<file path="config.mk">
export PLATFORM = sky130hd
export DESIGN_NAME = bmp24_stream_writer
export DESIGN_NICKNAME = d
export VERILOG_FILES = /design/src/hdl/bsw_pkg.sv /design/src/hdl/bmp24_stream_writer.sv /design/src/hdl/bsw_front.sv /design/src/hdl/bsw_cmd_queue.sv /design/src/hdl/bsw_back.sv
export VERILOG_INCLUDE_DIRS = /design/src /design/src/hdl
export SDC_FILE = /design/constraint.sdc
export NUM_CORES = 1
export LEC_CHECK = 0
export BUFFER_PORTS_ARGS = -buffer_cell sky130_fd_sc_hd__buf_4
export CORE_AREA = 2 2 166 168
export DETAILED_ROUTE_END_ITERATION = 8
export DIE_AREA = 0 0 168 170
export PLACE_DENSITY_LB_ADDON = 0.25
export SYNTH_ARGS = -nofsm -noshare
export SYNTH_HDL_FRONTEND = slang
export SYNTH_SLANG_ARGS = --single-unit
export TNS_END_PERCENT = 30
</file>
<file path="constraint.sdc">
create_clock -name clock -period 7.2 [get_ports clock]
set_input_delay 1.44 -clock clock [delete_from_list [all_inputs] [get_ports clock]]
set_output_delay 1.44 -clock clock [all_outputs]
set_load 0.05 [all_outputs]
</file>
<file path="src/hdl/bmp24_stream_writer_defines.svh">
// Assertion macros for the BMP stream writer.
// Included by the top level; depends on nothing else.
`ifndef BMP24_STREAM_WRITER_DEFINES_SVH
`define BMP24_STREAM_WRITER_DEFINES_SVH

// Same-cycle implication, checked at every rising clock edge outside reset.
`define BSW_ASSERT_NOW(label, clk, rst, ante, cons) \
   label: assert property (@(posedge clk) disable iff (rst) (ante) |-> (cons)) \
      else $error("bsw assertion failed");

// Next-cycle implication, checked at every rising clock edge outside reset.
`define BSW_ASSERT_NEXT(label, clk, rst, ante, cons) \
   label: assert property (@(posedge clk) disable iff (rst) (ante) |=> (cons)) \
      else $error("bsw assertion failed");

`endif

</file>
<file path="src/hdl/bsw_pkg.sv">
// Shared types, constants and the header byte table of the BMP stream writer.
// Used by every module of the block; depends on nothing.
package bsw_pkg;

   // Default width of the image dimension registers.
   localparam int DIM_BITS_DEFAULT = 12;

   // Configuration register indexes.
   localparam int CSR_INDEX_BITS = 1;
   localparam logic [CSR_INDEX_BITS-1:0] CSR_IMAGE_WIDTH  = 1'b0;
   localparam logic [CSR_INDEX_BITS-1:0] CSR_IMAGE_HEIGHT = 1'b1;

   // Command queue between front and back.
   localparam int CMD_DEPTH    = 2;
   localparam int CMD_PTR_BITS = $clog2(CMD_DEPTH);
   localparam int CMD_CNT_BITS = $clog2(CMD_DEPTH + 1);

   // Header layout.
   localparam int HDR_LEN      = 54;
   localparam int HDR_CNT_BITS = $clog2(HDR_LEN);
   localparam logic [HDR_CNT_BITS-1:0] HDR_LAST       = 6'(HDR_LEN - 1);
   localparam logic [HDR_CNT_BITS-1:0] HDR_MAGIC0_POS = 6'd0;
   localparam logic [HDR_CNT_BITS-1:0] HDR_MAGIC1_POS = 6'd1;
   localparam logic [HDR_CNT_BITS-1:0] HDR_SIZE_POS   = 6'd2;
   localparam logic [HDR_CNT_BITS-1:0] HDR_OFFSET_POS = 6'd10;
   localparam logic [HDR_CNT_BITS-1:0] HDR_INFO_POS   = 6'd14;
   localparam logic [HDR_CNT_BITS-1:0] HDR_WIDTH_POS  = 6'd18;
   localparam logic [HDR_CNT_BITS-1:0] HDR_HEIGHT_POS = 6'd22;
   localparam logic [HDR_CNT_BITS-1:0] HDR_PLANES_POS = 6'd26;
   localparam logic [HDR_CNT_BITS-1:0] HDR_BPP_POS    = 6'd28;

   localparam logic [7:0]  MAGIC_B      = 8'h42;
   localparam logic [7:0]  MAGIC_M      = 8'h4D;
   localparam logic [31:0] DATA_OFFSET  = 32'd54;
   localparam logic [7:0]  INFO_SIZE    = 8'd40;
   localparam logic [7:0]  PLANES       = 8'd1;
   localparam logic [7:0]  BITS_PER_PIX = 8'd24;

   // Last pixel byte index; the pixel phase counts 0 to this.
   localparam logic [HDR_CNT_BITS-1:0] PIX_LAST = 6'd2;

   // One queued pixel and what the front decided about it.
   typedef struct packed {
      logic        hdr;        // header goes out before this pixel
      logic [1:0]  pad;        // zero bytes after it (0 when not a row end)
      logic        image_end;  // last pixel of the image
      logic [23:0] pixel;
   } cmd_type;

   // Header byte at a position, all multi-byte fields little-endian.
   function automatic logic [7:0] hdr_byte(input logic [HDR_CNT_BITS-1:0] idx,
                                           input logic [31:0] size,
                                           input logic [31:0] width,
                                           input logic [31:0] height);
      logic [7:0] b;
      b = 8'h00;
      unique case (idx)
         HDR_MAGIC0_POS:          b = MAGIC_B;
         HDR_MAGIC1_POS:          b = MAGIC_M;
         HDR_SIZE_POS:            b = size[7:0];
         HDR_SIZE_POS + 6'd1:     b = size[15:8];
         HDR_SIZE_POS + 6'd2:     b = size[23:16];
         HDR_SIZE_POS + 6'd3:     b = size[31:24];
         HDR_OFFSET_POS:          b = DATA_OFFSET[7:0];
         HDR_INFO_POS:            b = INFO_SIZE;
         HDR_WIDTH_POS:           b = width[7:0];
         HDR_WIDTH_POS + 6'd1:    b = width[15:8];
         HDR_WIDTH_POS + 6'd2:    b = width[23:16];
         HDR_WIDTH_POS + 6'd3:    b = width[31:24];
         HDR_HEIGHT_POS:          b = height[7:0];
         HDR_HEIGHT_POS + 6'd1:   b = height[15:8];
         HDR_HEIGHT_POS + 6'd2:   b = height[23:16];
         HDR_HEIGHT_POS + 6'd3:   b = height[31:24];
         HDR_PLANES_POS:          b = PLANES;
         HDR_BPP_POS:             b = BITS_PER_PIX;
         default:                 b = 8'h00;
      endcase
      return b;
   endfunction

endpackage

</file>
<file path="src/hdl/bmp24_stream_writer.sv">
// Top level of the 24-bit BMP stream writer: front end, command queue, back end.
// Depends on bsw_pkg, bsw_front, bsw_cmd_queue, bsw_back and the defines header.
//
// Usage: pixels (red 23..16, green 15..8, blue 7..0) go in on the req_ queue
// port, one beat per pixel, in row order. Bytes of the BMP file come out on the
// rsp_ queue port, one beat per byte. Before the first pixel of each image the
// 54-byte header goes out; each pixel gives bytes B, G, R; a row end adds
// image_width mod 4 zero bytes. rsp_last_of_run marks the last byte caused by
// a pixel, rsp_end_of_image the last byte of the file.
// Image width and height are written on the csr_ port (index 0 and 1) while
// the block is idle; both reset to 1.
// A pixel passes through the command queue, the back end's command register and the
// output register before its first byte (the first header byte when a header is
// due) shows. Throughput is set by the byte-wide output register: one byte per
// cycle while the receiver pops, so three bytes per pixel, plus the 54 header bytes
// and up to 3 padding bytes per row end. A two-entry command queue lets pixels
// be accepted while bytes of earlier ones are still going out.
// Reset is synchronous and empties the queue and the output register.
// When the receiver stops popping, the output byte holds, the queue fills and
// req_full rises; nothing is lost.
`include "bmp24_stream_writer_defines.svh"

module bmp24_stream_writer #(
   parameter int DIM_BITS = bsw_pkg::DIM_BITS_DEFAULT
) (
   input  logic                                clock,
   input  logic                                reset,
   input  logic                                req_push,
   output logic                                req_full,
   input  logic [23:0]                         req_pixel_color,
   output logic                                rsp_empty,
   input  logic                                rsp_pop,
   output logic [7:0]                          rsp_out_byte,
   output logic                                rsp_last_of_run,
   output logic                                rsp_end_of_image,
   input  logic                                csr_wr_en,
   input  logic [bsw_pkg::CSR_INDEX_BITS-1:0]  csr_index,
   input  logic [DIM_BITS-1:0]                 csr_wr_data
);

   bsw_pkg::cmd_type      cmd;
   bsw_pkg::cmd_type      head;
   logic                  cmd_push;
   logic                  queue_pop;
   logic                  queue_full;
   logic                  queue_empty;
   logic                  back_busy;
   logic [DIM_BITS-1:0]   image_width;
   logic [DIM_BITS-1:0]   image_height;

   assign req_full = queue_full;

   // Front end: registers, counters and classification.
   bsw_front #(
      .DIM_BITS(DIM_BITS)
   ) u_front (
      .clock          (clock),
      .reset          (reset),
      .csr_wr_en      (csr_wr_en),
      .csr_index      (csr_index),
      .csr_wr_data    (csr_wr_data),
      .req_push       (req_push),
      .req_pixel_color(req_pixel_color),
      .queue_full     (queue_full),
      .cmd_push       (cmd_push),
      .cmd            (cmd),
      .image_width    (image_width),
      .image_height   (image_height)
   );

   // Command queue.
   bsw_cmd_queue u_queue (
      .clock   (clock),
      .reset   (reset),
      .push    (cmd_push),
      .push_cmd(cmd),
      .pop     (queue_pop),
      .head    (head),
      .full    (queue_full),
      .empty   (queue_empty)
   );

   // Back end: byte sequencer and output register.
   bsw_back #(
      .DIM_BITS(DIM_BITS)
   ) u_back (
      .clock           (clock),
      .reset           (reset),
      .head            (head),
      .queue_empty     (queue_empty),
      .queue_pop       (queue_pop),
      .image_width     (image_width),
      .image_height    (image_height),
      .busy            (back_busy),
      .rsp_empty       (rsp_empty),
      .rsp_pop         (rsp_pop),
      .rsp_out_byte    (rsp_out_byte),
      .rsp_last_of_run (rsp_last_of_run),
      .rsp_end_of_image(rsp_end_of_image)
   );

   // The end of the file is always the end of a pixel's run.
   `BSW_ASSERT_NOW(a_eoi_is_last, clock, reset, !rsp_empty && rsp_end_of_image, rsp_last_of_run)

   // An idle back end picks up a waiting command at once.
   `BSW_ASSERT_NEXT(a_back_picks_up, clock, reset, !back_busy && !queue_empty, back_busy)

   // The back end only pulls from the queue when it holds something.
   `BSW_ASSERT_NOW(a_no_pop_empty, clock, reset, queue_pop, !queue_empty)

endmodule

</file>
<file path="src/hdl/bsw_front.sv">
// Front end: configuration registers, row and image counters, pixel classification.
// Depends on bsw_pkg.
module bsw_front #(
   parameter int DIM_BITS = bsw_pkg::DIM_BITS_DEFAULT
) (
   input  logic                                clock,
   input  logic                                reset,
   input  logic                                csr_wr_en,
   input  logic [bsw_pkg::CSR_INDEX_BITS-1:0]  csr_index,
   input  logic [DIM_BITS-1:0]                 csr_wr_data,
   input  logic                                req_push,
   input  logic [23:0]                         req_pixel_color,
   input  logic                                queue_full,
   output logic                                cmd_push,
   output bsw_pkg::cmd_type                    cmd,
   output logic [DIM_BITS-1:0]                 image_width,
   output logic [DIM_BITS-1:0]                 image_height
);

   logic [DIM_BITS-1:0] width_ff, width_in;
   logic [DIM_BITS-1:0] height_ff, height_in;
   logic [DIM_BITS-1:0] col_ff, col_in;
   logic [DIM_BITS-1:0] row_ff, row_in;
   logic                header_done_ff, header_done_in;
   logic [DIM_BITS:0]   col_next;
   logic [DIM_BITS:0]   row_next;
   logic                accept;
   logic                row_end;
   logic                image_end;

   // Register writes.
   always_comb begin
      width_in  = width_ff;
      height_in = height_ff;
      if (csr_wr_en) begin
         unique case (csr_index)
            bsw_pkg::CSR_IMAGE_WIDTH:  width_in  = csr_wr_data;
            bsw_pkg::CSR_IMAGE_HEIGHT: height_in = csr_wr_data;
            default: ;
         endcase
      end
   end

   // Row and image end decisions for the beat on the input.
   assign accept    = req_push && !queue_full;
   assign col_next  = {1'b0, col_ff} + {{DIM_BITS{1'b0}}, 1'b1};
   assign row_next  = {1'b0, row_ff} + {{DIM_BITS{1'b0}}, 1'b1};
   assign row_end   = col_next >= {1'b0, width_ff};
   assign image_end = row_end && (row_next >= {1'b0, height_ff});

   // Counter updates on each accepted pixel.
   always_comb begin
      col_in         = col_ff;
      row_in         = row_ff;
      header_done_in = header_done_ff;
      if (accept) begin
         header_done_in = 1'b1;
         if (row_end) begin
            col_in = '0;
            if (image_end) begin
               row_in         = '0;
               header_done_in = 1'b0;
            end else begin
               row_in = row_next[DIM_BITS-1:0];
            end
         end else begin
            col_in = col_next[DIM_BITS-1:0];
         end
      end
   end

   always_ff @(posedge clock) begin
      if (reset) begin
         width_ff       <= {{(DIM_BITS-1){1'b0}}, 1'b1};
         height_ff      <= {{(DIM_BITS-1){1'b0}}, 1'b1};
         col_ff         <= '0;
         row_ff         <= '0;
         header_done_ff <= 1'b0;
      end else begin
         width_ff       <= width_in;
         height_ff      <= height_in;
         col_ff         <= col_in;
         row_ff         <= row_in;
         header_done_ff <= header_done_in;
      end
   end

   // Command toward the back end.
   assign cmd_push       = accept;
   assign cmd.hdr        = !header_done_ff;
   assign cmd.pad        = row_end ? width_ff[1:0] : 2'd0;
   assign cmd.image_end  = image_end;
   assign cmd.pixel      = req_pixel_color;
   assign image_width    = width_ff;
   assign image_height   = height_ff;

endmodule

</file>
<file path="src/hdl/bsw_cmd_queue.sv">
// Short command queue between the front and back ends.
// Depends on bsw_pkg.
module bsw_cmd_queue (
   input  logic              clock,
   input  logic              reset,
   input  logic              push,
   input  bsw_pkg::cmd_type  push_cmd,
   input  logic              pop,
   output bsw_pkg::cmd_type  head,
   output logic              full,
   output logic              empty
);

   localparam int PTR_W = bsw_pkg::CMD_PTR_BITS;
   localparam int CNT_W = bsw_pkg::CMD_CNT_BITS;

   bsw_pkg::cmd_type        entry_ff [bsw_pkg::CMD_DEPTH];
   logic [PTR_W-1:0]        wr_ptr_ff, wr_ptr_in;
   logic [PTR_W-1:0]        rd_ptr_ff, rd_ptr_in;
   logic [CNT_W-1:0]        count_ff, count_in;

   assign full  = count_ff == CNT_W'(bsw_pkg::CMD_DEPTH);
   assign empty = count_ff == '0;
   assign head  = entry_ff[rd_ptr_ff];

   // Pointer and fill updates.
   always_comb begin
      wr_ptr_in = push ? wr_ptr_ff + PTR_W'(1) : wr_ptr_ff;
      rd_ptr_in = pop ? rd_ptr_ff + PTR_W'(1) : rd_ptr_ff;
      count_in  = count_ff + CNT_W'(push) - CNT_W'(pop);
   end

   always_ff @(posedge clock) begin
      if (reset) begin
         wr_ptr_ff <= '0;
         rd_ptr_ff <= '0;
         count_ff  <= '0;
      end else begin
         wr_ptr_ff <= wr_ptr_in;
         rd_ptr_ff <= rd_ptr_in;
         count_ff  <= count_in;
      end
   end

   // Entry storage.
   always_ff @(posedge clock) begin
      if (push) begin
         entry_ff[wr_ptr_ff] <= push_cmd;
      end
   end

endmodule

</file>
<file path="src/hdl/bsw_back.sv">
// Back end: byte sequencer for header, pixel and padding bytes, plus the output register.
// Depends on bsw_pkg.
module bsw_back #(
   parameter int DIM_BITS = bsw_pkg::DIM_BITS_DEFAULT
) (
   input  logic                 clock,
   input  logic                 reset,
   input  bsw_pkg::cmd_type     head,
   input  logic                 queue_empty,
   output logic                 queue_pop,
   input  logic [DIM_BITS-1:0]  image_width,
   input  logic [DIM_BITS-1:0]  image_height,
   output logic                 busy,
   output logic                 rsp_empty,
   input  logic                 rsp_pop,
   output logic [7:0]           rsp_out_byte,
   output logic                 rsp_last_of_run,
   output logic                 rsp_end_of_image
);

   localparam int CNT_W = bsw_pkg::HDR_CNT_BITS;

   typedef enum logic [3:0] {
      ST_IDLE   = 4'b0001,
      ST_HEADER = 4'b0010,
      ST_PIXEL  = 4'b0100,
      ST_PAD    = 4'b1000
   } back_state_type;

   back_state_type             state_ff, state_in;
   logic [CNT_W-1:0]           cnt_ff, cnt_in;
   bsw_pkg::cmd_type           cmd_ff, cmd_in;
   logic [31:0]                size_ff, size_in;
   logic                       out_valid_ff, out_valid_in;
   logic [7:0]                 out_byte_ff, out_byte_in;
   logic                       out_last_ff, out_last_in;
   logic                       out_eoi_ff, out_eoi_in;
   logic [DIM_BITS+1:0]        row_bytes;
   logic [2*DIM_BITS+1:0]      prod;
   logic [7:0]                 cur_byte;
   logic                       cur_last;
   logic                       step;
   logic                       done;
   logic                       load;

   // Bytes of one padded row and the pixel data size.
   assign row_bytes = ({2'b00, image_width} << 1) + {2'b00, image_width}
                      + {{DIM_BITS{1'b0}}, image_width[1:0]};
   assign prod      = row_bytes * image_height;

   // Byte of the current position.
   always_comb begin
      cur_byte = 8'h00;
      cur_last = 1'b0;
      unique case (state_ff)
         ST_HEADER: begin
            cur_byte = bsw_pkg::hdr_byte(cnt_ff, size_ff, 32'(image_width),
                                         32'(image_height));
         end
         ST_PIXEL: begin
            unique case (cnt_ff[1:0])
               2'd0:    cur_byte = cmd_ff.pixel[7:0];
               2'd1:    cur_byte = cmd_ff.pixel[15:8];
               default: cur_byte = cmd_ff.pixel[23:16];
            endcase
            cur_last = (cnt_ff == bsw_pkg::PIX_LAST) && (cmd_ff.pad == 2'd0);
         end
         ST_PAD: begin
            cur_last = cnt_ff[1:0] == (cmd_ff.pad - 2'd1);
         end
         default: ;
      endcase
   end

   // Handshake between the sequencer and the output register.
   assign step      = (state_ff != ST_IDLE) && (!out_valid_ff || rsp_pop);
   assign done      = step && cur_last;
   assign load      = !queue_empty && ((state_ff == ST_IDLE) || done);
   assign queue_pop = load;
   assign busy      = state_ff != ST_IDLE;

   // Sequencer next state.
   always_comb begin
      state_in = state_ff;
      cnt_in   = cnt_ff;
      cmd_in   = cmd_ff;
      if (load) begin
         cmd_in   = head;
         cnt_in   = '0;
         state_in = head.hdr ? ST_HEADER : ST_PIXEL;
      end else if (done) begin
         state_in = ST_IDLE;
      end else if (step) begin
         unique case (state_ff)
            ST_HEADER: begin
               if (cnt_ff == bsw_pkg::HDR_LAST) begin
                  state_in = ST_PIXEL;
                  cnt_in   = '0;
               end else begin
                  cnt_in = cnt_ff + CNT_W'(1);
               end
            end
            ST_PIXEL: begin
               if (cnt_ff == bsw_pkg::PIX_LAST) begin
                  state_in = ST_PAD;
                  cnt_in   = '0;
               end else begin
                  cnt_in = cnt_ff + CNT_W'(1);
               end
            end
            default: cnt_in = cnt_ff + CNT_W'(1);
         endcase
      end
   end

   // File size: product while on the first header byte, offset added on the second.
   always_comb begin
      size_in = size_ff;
      if (state_ff == ST_HEADER) begin
         if (cnt_ff == bsw_pkg::HDR_MAGIC0_POS) begin
            size_in = 32'(prod);
         end else if (step && (cnt_ff == bsw_pkg::HDR_MAGIC1_POS)) begin
            size_in = size_ff + bsw_pkg::DATA_OFFSET;
         end
      end
   end

   // Output register, refilled on the cycle its beat is taken.
   always_comb begin
      out_valid_in = out_valid_ff;
      out_byte_in  = out_byte_ff;
      out_last_in  = out_last_ff;
      out_eoi_in   = out_eoi_ff;
      if (step) begin
         out_valid_in = 1'b1;
         out_byte_in  = cur_byte;
         out_last_in  = cur_last;
         out_eoi_in   = cur_last && cmd_ff.image_end;
      end else if (rsp_pop) begin
         out_valid_in = 1'b0;
      end
   end

   always_ff @(posedge clock) begin
      if (reset) begin
         state_ff     <= ST_IDLE;
         out_valid_ff <= 1'b0;
      end else begin
         state_ff     <= state_in;
         out_valid_ff <= out_valid_in;
      end
   end

   always_ff @(posedge clock) begin
      cnt_ff      <= cnt_in;
      cmd_ff      <= cmd_in;
      size_ff     <= size_in;
      out_byte_ff <= out_byte_in;
      out_last_ff <= out_last_in;
      out_eoi_ff  <= out_eoi_in;
   end

   assign rsp_empty        = !out_valid_ff;
   assign rsp_out_byte     = out_byte_ff;
   assign rsp_last_of_run  = out_last_ff;
   assign rsp_end_of_image = out_eoi_ff;

endmodule

</file>
-- Word-level counts from Yosys, hierarchy flattened
Memories as Yosys holds them, arrays and structs flattened. A register that Yosys moved wholly into a read port is not among the register bits.
Index checks and enable logic that the tools add are counted.
- input bits: 42
- memory bits (writable): 56
- register bits after elaboration: 133
- memories kept: 1
- mux-type cells: 27
- order comparisons: 2
- multipliers: 1
- bitwise logic cells: 2
- reductions and logical operators: 28
- add/subtract/negate cells: 11
- equality and inequality tests: 24
- memory list (name ; depth ; bits a word ; rd ports ; clocked after Yosys merged registers in ; write ports ; RTL line ; text):
    u_queue.entry_ff ; 2 ; 28 ; 1 ; 1 ; 1 ; bsw_cmd_queue.sv:17 ; bsw_pkg::cmd_type entry_ff [bsw_pkg::CMD_DEPTH];
- operators with widths (operator ; count):
    case mux 8 bit (14 select lines) ; 1
    == test 6 x 5 -> 1 bit (second input constant) ; 6
    adder 32 x 6 -> 32 bit (second input constant) ; 1
    2-to-1 mux 32 bit ; 1
    case mux 8 bit (2 select lines) ; 2
    adder 12 x 1 -> 13 bit (second input constant) ; 2
    >= comparator 13 x 12 -> 1 bit ; 2
    multiplier 14 x 12 -> 26 bit ; 1
    2-to-1 mux 26 bit ; 1
    2-to-1 mux 12 bit ; 2
    2-to-1 mux 4 bit ; 5
    adder 13 x 12 -> 14 bit ; 1
    adder 14 x 2 -> 14 bit ; 1
    == test 6 x 2 -> 1 bit (second input constant) ; 2
    == test 6 x 3 -> 1 bit (second input constant) ; 2
    == test 6 x 4 -> 1 bit (second input constant) ; 2
    2-to-1 mux 6 bit ; 2
    case mux 6 bit (2 select lines) ; 1
    AND reduction 2 bit ; 5
    logical AND 1 bit ; 8
    2-to-1 mux 1 bit ; 8
    inequality test 4 x 2 -> 1 bit (second input constant) ; 2
    case mux 4 bit (2 select lines) ; 1
    adder 6 x 1 -> 6 bit (second input constant) ; 1
    26 further kinds ; 35

-- Depth between registers and ports, before layout
Gate-level depths: netlist of the first run.
- depth after elaboration: 8
- mapped depth: 27
- depth with buffers taken out: 26

-- Cells and area by module
From an unflattened synthesis of the first run, not the netlist that was laid out.
- cell total of the unflattened synthesis: 1518
- area, all modules: 14955.6 sq um
- modules (own cells, without submodules) (module ; area each (sq um) ; cells an instance ; times used):
    bsw_back ; 9505.4 ; 1018 ; 1
    bsw_front ; 3110.5 ; 392 ; 1
    bsw_cmd_queue ; 2339.7 ; 108 ; 1

-- Worst setup path after synthesis of the first run
No wires, ideal clock.
- path kind: reg-to-reg
- start point: register u_front.width_ff[2] (netlist: u_front.image_width[2])
- end point: register u_back.size_ff[25], data pin
- slack: -0.085 ns
- data required time: 6.944 ns
- stages on the path, launching flop included: 27
- arrival: 7.029 ns
- setup time: 0.256 ns
- path through: dfxtp_1 > fa_1 > ha_1 > fa_1 > a21oi_1 > o21bai_1 > a21oi_1 > o21ai_0 > xor2_1 > clkbuf_1 > nand2_1 > fa_1 > inv_1 > fa_1 > fa_1 > fa_1 > inv_1 > fa_1 > inv_1 > ha_1 > a21oi_1 > o21ai_0 > or3_1 > o21bai_1 > nor3_1 > or4_1 > o211a_1
- longest elaborated chain between the ends: 4
- RTL lines (item ; RTL line ; text):
    start, declared ; bsw_front.sv:20 ; logic [DIM_BITS-1:0] width_ff, width_in;
    start signal, assigned ; bsw_front.sv:74 ; width_ff <= {{(DIM_BITS-1){1'b0}}, 1'b1};
    start signal, assigned ; bsw_front.sv:80 ; width_ff <= width_in;
    adder 13 x 12 -> 14 bit ; bsw_back.sv:47 ; assign row_bytes = ({2'b00, image_width} << 1) + {2'b00, image_width}
    adder 14 x 2 -> 14 bit ; bsw_back.sv:48 ; + {{DIM_BITS{1'b0}}, image_width[1:0]};
    multiplier 14 x 12 -> 26 bit ; bsw_back.sv:49 ; assign prod = row_bytes * image_height;
    2-to-1 mux 26 bit ; bsw_back.sv:120 ; if (cnt_ff == bsw_pkg::HDR_MAGIC0_POS) begin
    end signal, assigned ; bsw_back.sv:157 ; size_ff <= size_in;
    end, declared ; bsw_back.sv:33 ; logic [31:0] size_ff, size_in;
Every way passes these cells.
A chain may end at the register's enable or synchronous reset.

-- Worst setup path after layout of the first run
Same ends and word-level chain as after synthesis.

==> results of run 1 <==
==> cells in the final DEF (no fill, tap or decap), types with 6 or more instances in the layout <==
cell,instances
sky130_fd_sc_hd__o21ai_0,40
sky130_fd_sc_hd__edfxtp_1,124
sky130_fd_sc_hd__nor3_1,16
sky130_fd_sc_hd__inv_1,161
sky130_fd_sc_hd__inv_12,6
sky130_fd_sc_hd__nand2b_1,9
sky130_fd_sc_hd__mux2i_1,7
sky130_fd_sc_hd__and3_1,24
sky130_fd_sc_hd__nand2_1,195
sky130_fd_sc_hd__dfxtp_1,64
sky130_fd_sc_hd__o22ai_1,11
sky130_fd_sc_hd__o21bai_1,9
sky130_fd_sc_hd__nand4_1,10
sky130_fd_sc_hd__and2_1,77
sky130_fd_sc_hd__nor2_1,81
sky130_fd_sc_hd__xor2_1,40
sky130_fd_sc_hd__clkbuf_16,17
sky130_fd_sc_hd__a21oi_2,7
sky130_fd_sc_hd__a22oi_1,17
sky130_fd_sc_hd__a21o_1,14
sky130_fd_sc_hd__mux2_2,28
sky130_fd_sc_hd__a221oi_1,6
sky130_fd_sc_hd__nor2b_1,19
sky130_fd_sc_hd__a22o_1,8
sky130_fd_sc_hd__ha_1,108
sky130_fd_sc_hd__buf_4,107
sky130_fd_sc_hd__a31oi_1,8
sky130_fd_sc_hd__ha_4,6
sky130_fd_sc_hd__nand3b_1,9
sky130_fd_sc_hd__nand3_1,43
sky130_fd_sc_hd__a21oi_1,95
sky130_fd_sc_hd__xnor2_1,34
sky130_fd_sc_hd__fa_1,99
==> worst paths after layout <==
kind | from | to | cells after the start | slack, ps
worst min-delay path | u_front.row_ff[11]$_SDFFE_PP0P_ | u_front.row_ff[11]$_SDFFE_PP0P_ | 2 | 480
worst min register to register | u_front.row_ff[11]$_SDFFE_PP0P_ | u_front.row_ff[11]$_SDFFE_PP0P_ | 2 | 480
worst max register to register | u_front.image_width[2]$_SDFFE_PP0P_ | u_back.size_ff[25]$_DFFE_PP_ | 27 | 180
worst max-delay path | u_front.image_width[2]$_SDFFE_PP0P_ | u_back.size_ff[25]$_DFFE_PP_ | 27 | 180
==> final cells by class <==
cell class | count | area [um2] | share of cell area [%]
clock inverter | 15 | 209 | 1.27
multi-input combinational | 1102 | 8880 | 54.0
tap | 341 | 427 | 2.59
timing repair buffer | 111 | 857 | 5.21
sequential | 189 | 5030 | 30.6
clock buffer | 17 | 425 | 2.59
inverter | 166 | 623 | 3.79
==> per-layer routing <==
| metal | track usage (%) | part of all wire (%) | up-vias |
|---|---|---|---|
| li1 | - | - | 5304 |
| met1 | 34.5 | 43 | 5533 |
| met2 | 41.6 | 47 | 396 |
| met3 | 4.16 | 7.2 | 55 |
| met4 | 7.22 | 2.2 | 0 |
| met5 | 0 | 0 | - |
==> critical path: stages, from the launching register on <==
cell                       delay [ps]
sky130_fd_sc_hd__dfxtp_2          340
sky130_fd_sc_hd__fa_1             480
sky130_fd_sc_hd__ha_2             210
sky130_fd_sc_hd__fa_2             400
sky130_fd_sc_hd__a21oi_2          120
sky130_fd_sc_hd__o21bai_1         110
sky130_fd_sc_hd__a21oi_2          190
sky130_fd_sc_hd__o21bai_1         120
sky130_fd_sc_hd__xor2_1           180
sky130_fd_sc_hd__buf_4            180
sky130_fd_sc_hd__buf_6            110
sky130_fd_sc_hd__nand2_2           70
sky130_fd_sc_hd__fa_2             420
sky130_fd_sc_hd__fa_1             540
sky130_fd_sc_hd__inv_2             50
sky130_fd_sc_hd__fa_2             380
sky130_fd_sc_hd__fa_1             510
sky130_fd_sc_hd__inv_1             50
sky130_fd_sc_hd__fa_1             540
sky130_fd_sc_hd__inv_1             70
sky130_fd_sc_hd__ha_4             260
sky130_fd_sc_hd__a21oi_4          150
sky130_fd_sc_hd__o21ai_2           90
sky130_fd_sc_hd__or3_4            340
sky130_fd_sc_hd__o21bai_4         170
sky130_fd_sc_hd__nor3_2            60
sky130_fd_sc_hd__or4_1            460
sky130_fd_sc_hd__o211a_1          140
==> cell families after synthesis <==
kind of cell,share of synthesized area [%]
and+or+nand+nor,17.5
xor gates and xnor gates,4.50
adders and majority gates,23.9
muxes,2.64
DFF,34.5
AOI/OAI and AO/OA,11.0
buffers and inverters,6.03
==> power groups by stage <==
stage / sequential, uW / combinational (uW) / clock [uW]
detailed placement: 1600 / 1430 / 0
global route: 1600 / 1610 / 1050
floorplan: 1640 / 936 / 0
CTS: 1570 / 1440 / 1010
global placement: 1590 / 1400 / 0
finish: 1570 / 1470 / 997
==> sequential cells by signal, summed over array words and instances, names as in the netlist, 2 cells and up, named ones only <==
name	count
u_back.cmd_ff	27
u_back.cnt_ff	6
u_back.rsp_out_byte	8
u_back.size_ff	31
u_back.state_ff	4
u_front.col_ff	12
u_front.image_height	12
u_front.image_width	12
u_front.row_ff	12
u_queue.count_ff	2
u_queue.entry_ff	56
==> per-stage QoR <==
step                      cells  hold slack [ps]  power, uW
after floorplan            1525              440       2580
after global placement     1902              448       2990
after detailed placement   1902              456       3030
after CTS                  1936              479       4020
after global routing       1941              504       4250
final                      1941              483       4040
==> what timing repair did <==
| action | 4_1_cts | 5_1_grt |
|---|---|---|
| gates cloned | 0 | 1 |
| pin swaps | 0 | 38 |
| buffers inserted | 2 | 4 |
| resized for setup | 3 | 43 |
| setup endpoints to repair | 2 | 10 |
==> results.py, run 1 <==
metrics = {
    "place": {
        "pre_cts_ws_ps": -4.14,
        "detailed_place.area_mm2": 0.0156,
        "place.gp.congestion": 0.888,
        "placement.io_buffers": 53,
        "place.detailed.hpwl_um": 25700,
    },
    "pwr": {
        "power.ir.vdd_worst_v": 0.000292,
        "combPwrFrac_pct": 36.3,
        "power.density_cell_area_mw_per_mm2": 246,
        "sw_frac_of_total_pct": 39.1,
        "internal_power_uw": 2460,
        "pwr-share-clk_pct": 24.7,
        "static-leakage-power_uw": 0.00722,
        "power.switching_uw": 1580,
        "seqPwrFrac_pct": 39.0,
    },
    "synthesis": {
        "synth-warning-count": 0,
        "synth.cells.most_frequent": "sky130_fd_sc_hd__nand2_1, sky130_fd_sc_hd__inv_1, sky130_fd_sc_hd__edfxtp_1",
        "syn-num-nets": 1784,
        "yosys.area.top_type_share_pct": 25.5,
        "synth_cells": 1525,
        "synth-seq-area-share_pct": 34.5,
        "netlist_area_before_placement_mm2": 0.0146,
        "synth_top_area_cell": "sky130_fd_sc_hd__edfxtp_1",
        "ys_async_sr_fraction_pct": 0,
        "synth_area_leaders": "sky130_fd_sc_hd__edfxtp_1, sky130_fd_sc_hd__fa_1, sky130_fd_sc_hd__ha_1, sky130_fd_sc_hd__dfxtp_1, sky130_fd_sc_hd__nand2_1",
        "synth_most_common_cell": "sky130_fd_sc_hd__nand2_1",
        "synth_cell_type_count": 73,
        "ys_ff_latch": 189,
        "synth_edf_count": 124,
        "synth_top_flop_cell": "sky130_fd_sc_hd__edfxtp_1",
        "avgSynthCellArea_um2": 9.56,
    },
    "clock_tree": {
        "cts-root-to-sink-buffers": 2,
        "htreeDepth": 4,
        "clk_root_buffer_cell": "sky130_fd_sc_hd__clkbuf_16",
        "cts_num_sinks": 189,
        "cts_tree": "built",
        "tritoncts.num_buffers": 17,
        "clk_pin_slew_worst_paths_ps": 90,
        "clk-insertion-delay-late_ps": 450,
        "cts_hold_buf": 0,
    },
    "finish": {
        "fillers": 2197,
        "drive_above_1_share_pct": 13.9,
        "layout-area-overhead-vs-synth_pct": 12.8,
        "finalCoreUtilization_pct": 61.7,
        "postLayoutCellArea_mm2": 0.0164,
        "insertedDiodeCount": 0,
        "final_net_count": 1846,
    },
    "global_routing": {
        "via_count_of_the_first_global_routing_pass": 11279,
        "grt-ovfl-total": 0,
        "largest_net_degree_at_the_start_of_global_routing": 54,
        "first_pass_grt_wire_length_um": 56900,
        "grt_util_all_layers_pct": 25.2,
        "grt_antenna_before_repair": 1,
    },
    "timing": {
        "timing.setup.tns_ps": 0,
        "finClkSkew_ps": 17.8,
        "setup_viol": 0,
        "final.period_utilization_pct": 97.5,
        "actual_transition_at_the_worst_max_transition_pin_ps": 1070,
        "slew_headroom_pct": 27.9,
        "fin_ws_ps": 181,
        "report.final.slew_viol_count": 0,
        "hold_fails_final_rpt": 0,
        "max_freq_mhz": 142,
        "layout_min_cycle_time_ps": 7020,
    },
    "route": {
        "detail_route.wirelength_um": 35100,
        "final_antenna_net_count": 0,
        "drt-vias-per-instance": 5.82,
        "dr.pass1.iters": 8,
        "routed_wire_length_per_instance_um": 18.1,
        "drc_violation_count_after_routing": 0,
        "routed-via-count": 11288,
        "initialDrtViolationCount": 1025,
    },
    "worst_setup_path": {
        "timing.setup.critical_path_class": "reg -> reg",
        "worstPathRequired_ps": 7400,
        "critical_path.endpoint_type": "register",
        "critical_path.max_fanout": 6,
        "worst_ep_arrival_time_ps": 7220,
        "setup.worst_path.start_class": "register",
    },
    "floorplan": {
        "floorplan.rows": 60,
        "die_x_um": 168,
        "floorplan.core_area_mm2": 0.0267,
        "top_level_ports": 54,
        "initial_core_util_pct": 54.7,
        "dieArea_mm2": 0.0286,
        "die_h_um": 170,
    },
    "job": {
        "max_cap_violations": 0,
    },
    "worst_hold_path": {
        "timing.hold.worst.class": "reg -> reg",
    },
    "run_status": {
        "run_status": "finished, final reports clean",
    },
}
(Power assumes the default switching activity.)
==> run 2: changes to the inputs <==
--- a/config.mk
+++ b/config.mk
@@ -6,10 +6,10 @@
 export SDC_FILE = /design/constraint.sdc
 export NUM_CORES = 1
 export LEC_CHECK = 0
-export BUFFER_PORTS_ARGS = -buffer_cell sky130_fd_sc_hd__buf_4
 export CORE_AREA = 2 2 166 168
 export DETAILED_ROUTE_END_ITERATION = 8
 export DIE_AREA = 0 0 168 170
+export DONT_BUFFER_PORTS = 1
 export PLACE_DENSITY_LB_ADDON = 0.25
 export SYNTH_ARGS = -nofsm -noshare
 export SYNTH_HDL_FRONTEND = slang
==> results.py, run 2 (synthesis gave the netlist of run 1 again) <==
metrics = {
    "run_status": {
        "run_status": "finished, final reports clean",
    },
    "timing": {
        "max_freq_mhz": 143,
        "hold_fails_final_rpt": 0,
        "timing.setup.tns_ps": 0,
        "report.final.slew_viol_count": 0,
        "slew_headroom_pct": 27.9,
        "actual_transition_at_the_worst_max_transition_pin_ps": 1070,
        "fin_ws_ps": 198,
        "layout_min_cycle_time_ps": 7000,
        "finClkSkew_ps": 19.5,
        "setup_viol": 0,
        "final.period_utilization_pct": 97.2,
    },
    "route": {
        "drt-vias-per-instance": 5.78,
        "initialDrtViolationCount": 879,
        "routed-wl-met2_um": 16300,
        "drc_violation_count_after_routing": 0,
        "routed-via-count": 10897,
        "maxUsedRoutingLayer": "met4",
        "met1_wl_um": 14800,
        "wl_met3_um": 2530,
        "final_antenna_net_count": 0,
        "detail_route.wirelength_um": 34400,
        "dr.pass1.iters": 6,
        "routed_wire_length_per_instance_um": 18.3,
    },
    "place": {
        "placement.io_buffers": 0,
        "place.detailed.hpwl_um": 25200,
        "place.gp.congestion": 0.864,
        "pre_cts_ws_ps": -169,
        "detailed_place.area_mm2": 0.0151,
    },
    "finish": {
        "largestRegisters": "u_queue.entry_ff: 56 flops, u_back.size_ff: 31 flops, u_back.cmd_ff: 27 flops",
        "postLayoutCellArea_mm2": 0.0160,
        "largest_register_ffs": 56,
        "layout-area-overhead-vs-synth_pct": 10.0,
        "regMostFlops": "u_queue.entry_ff",
        "final_net_count": 1789,
        "commonest_non_fill_non_tap_cell_in_the_layout": "sky130_fd_sc_hd__nand2_1",
        "drive_above_1_share_pct": 11.5,
        "insertedDiodeCount": 0,
        "final_cell_mix": "sky130_fd_sc_hd__nand2_1, sky130_fd_sc_hd__inv_1, sky130_fd_sc_hd__edfxtp_1",
        "fillers": 2303,
    },
    "clock_tree": {
        "cts_tree": "built",
        "cts-root-to-sink-buffers": 2,
        "clk-insertion-delay-late_ps": 440,
        "clk_root_buffer_cell": "sky130_fd_sc_hd__clkbuf_16",
        "tritoncts.num_buffers": 17,
        "htreeDepth": 4,
        "cts_num_sinks": 189,
        "clk_pin_slew_worst_paths_ps": 80,
    },
    "global_routing": {
        "grt_util_all_layers_pct": 24.7,
        "first_pass_grt_wire_length_um": 55500,
        "largest_net_degree_at_the_start_of_global_routing": 54,
        "grt-ovfl-total": 0,
        "grt_antenna_before_repair": 0,
        "via_count_of_the_first_global_routing_pass": 10904,
    },
    "worst_setup_path": {
        "worstPathRequired_ps": 7400,
        "worst_ep_arrival_time_ps": 7200,
        "regToRegSetupSlack_ps": 200,
        "cp_num_buf_inv": 3,
        "timing.setup.critical_path_class": "reg -> reg",
        "critical_path.max_fanout": 8,
        "setup.worst_path.start_class": "register",
        "worst_path_max_delay_cell": "sky130_fd_sc_hd__fa_2",
        "cpPeakStageDelay_ps": 570,
        "critical_path.endpoint_type": "register",
        "cp_top_delay_family": "adder cells",
    },
    "pwr": {
        "power.ir.vdd_worst_v": 0.000223,
        "fin_total_pwr_uw": 3980,
        "static-leakage-power_uw": 0.00695,
        "power.density_cell_area_mw_per_mm2": 248,
    },
    "floorplan": {
        "floorplan.rows": 60,
        "floorplan.core_area_mm2": 0.0267,
        "top_level_ports": 54,
        "initial_core_util_pct": 54.7,
        "die_x_um": 168,
        "dieArea_mm2": 0.0286,
        "die_h_um": 170,
    },
    "job": {
        "max_cap_violations": 0,
    },
    "worst_hold_path": {
        "timing.hold.worst.class": "reg -> reg",
    },
}
==> run 2: cell count changes in the layout (fill, tap and decap cells not counted), sizes merged <==
| cell | previous run | this run |
|---|---|---|
| buf | 110 | 54 |
| inv | 175 | 177 |
| clkdlybuf4s15 | 1 | 0 |
| clkinv | 6 | 4 |
==> run 2: metal layers <==
metal,vias up,global-route usage (%)
met2,341,40.7
met4,0,6.88
met3,52,5.26
met1,5317,33.1
li1,5187,-
met5,-,0
==> run 2: cell type report <==
cell class / instances / area, um2 / area share, %
Inverter: 166 / 623 / 3.88
Tap cell: 341 / 427 / 2.66
Multi-Input combinational cell: 1102 / 8910 / 55.5
Clock inverter: 15 / 223 / 1.39
Clock buffer: 17 / 425 / 2.65
Timing Repair Buffer: 54 / 405 / 2.53
Sequential cell: 189 / 5030 / 31.3
==> run 2: worst register-to-register path: stages, from the launching register on <==
cell,delay (ps)
sky130_fd_sc_hd__dfxtp_2,340
sky130_fd_sc_hd__fa_2,480
sky130_fd_sc_hd__ha_4,190
sky130_fd_sc_hd__fa_2,400
sky130_fd_sc_hd__a21oi_2,140
sky130_fd_sc_hd__o21bai_2,100
sky130_fd_sc_hd__a21oi_2,190
sky130_fd_sc_hd__o21bai_1,110
sky130_fd_sc_hd__xor2_1,170
sky130_fd_sc_hd__buf_4,180
sky130_fd_sc_hd__buf_4,140
sky130_fd_sc_hd__buf_4,120
sky130_fd_sc_hd__and2_1,170
sky130_fd_sc_hd__fa_2,570
sky130_fd_sc_hd__fa_1,440
sky130_fd_sc_hd__fa_1,460
sky130_fd_sc_hd__fa_1,510
sky130_fd_sc_hd__ha_1,330
sky130_fd_sc_hd__ha_1,350
sky130_fd_sc_hd__a21oi_2,180
sky130_fd_sc_hd__o21bai_2,120
sky130_fd_sc_hd__a211oi_2,200
sky130_fd_sc_hd__o21bai_1,90
sky130_fd_sc_hd__a21o_1,200
sky130_fd_sc_hd__or4_1,470
sky130_fd_sc_hd__o211a_1,140
==> run 2: where the power goes <==
part	switching, uW	leakage (uW)	internal, uW
logic	808	0.00495	467
registers	233	0.00169	1450
clock network	525	0.000312	497
==> run 2: through the flow <==
step	hold slack (ps)	cells	util [%]
floorplan	440	1525	-
global placement	457	1844	56.7
global route	498	1884	60.2
finish	486	1884	60.2
detailed placement	460	1844	56.7
CTS	482	1877	59.2
==> run 2: final timing paths <==
check | start | to | depth (start not counted)
hold reg to reg | u_front.header_done_ff$_SDFFE_PP0P_ | u_queue.entry_ff[0][27]$_DFFE_PP_ | 1
setup / recovery | u_front.image_width[3]$_SDFFE_PP0P_ | u_back.size_ff[25]$_DFFE_PP_ | 25
hold / removal | u_front.header_done_ff$_SDFFE_PP0P_ | u_queue.entry_ff[0][27]$_DFFE_PP_ | 1
setup reg to reg | u_front.image_width[3]$_SDFFE_PP0P_ | u_back.size_ff[25]$_DFFE_PP_ | 25
==> run 2: repair_timing <==
| item | in CTS | in global routing |
|---|---|---|
| pin swaps | 2 | 48 |
| hold buffers | 0 | 0 |
| setup buffers | 1 | 7 |
| gates cloned | 0 | 0 |
| setup endpoints to repair | 5 | 9 |
| gates resized for setup | 5 | 51 |
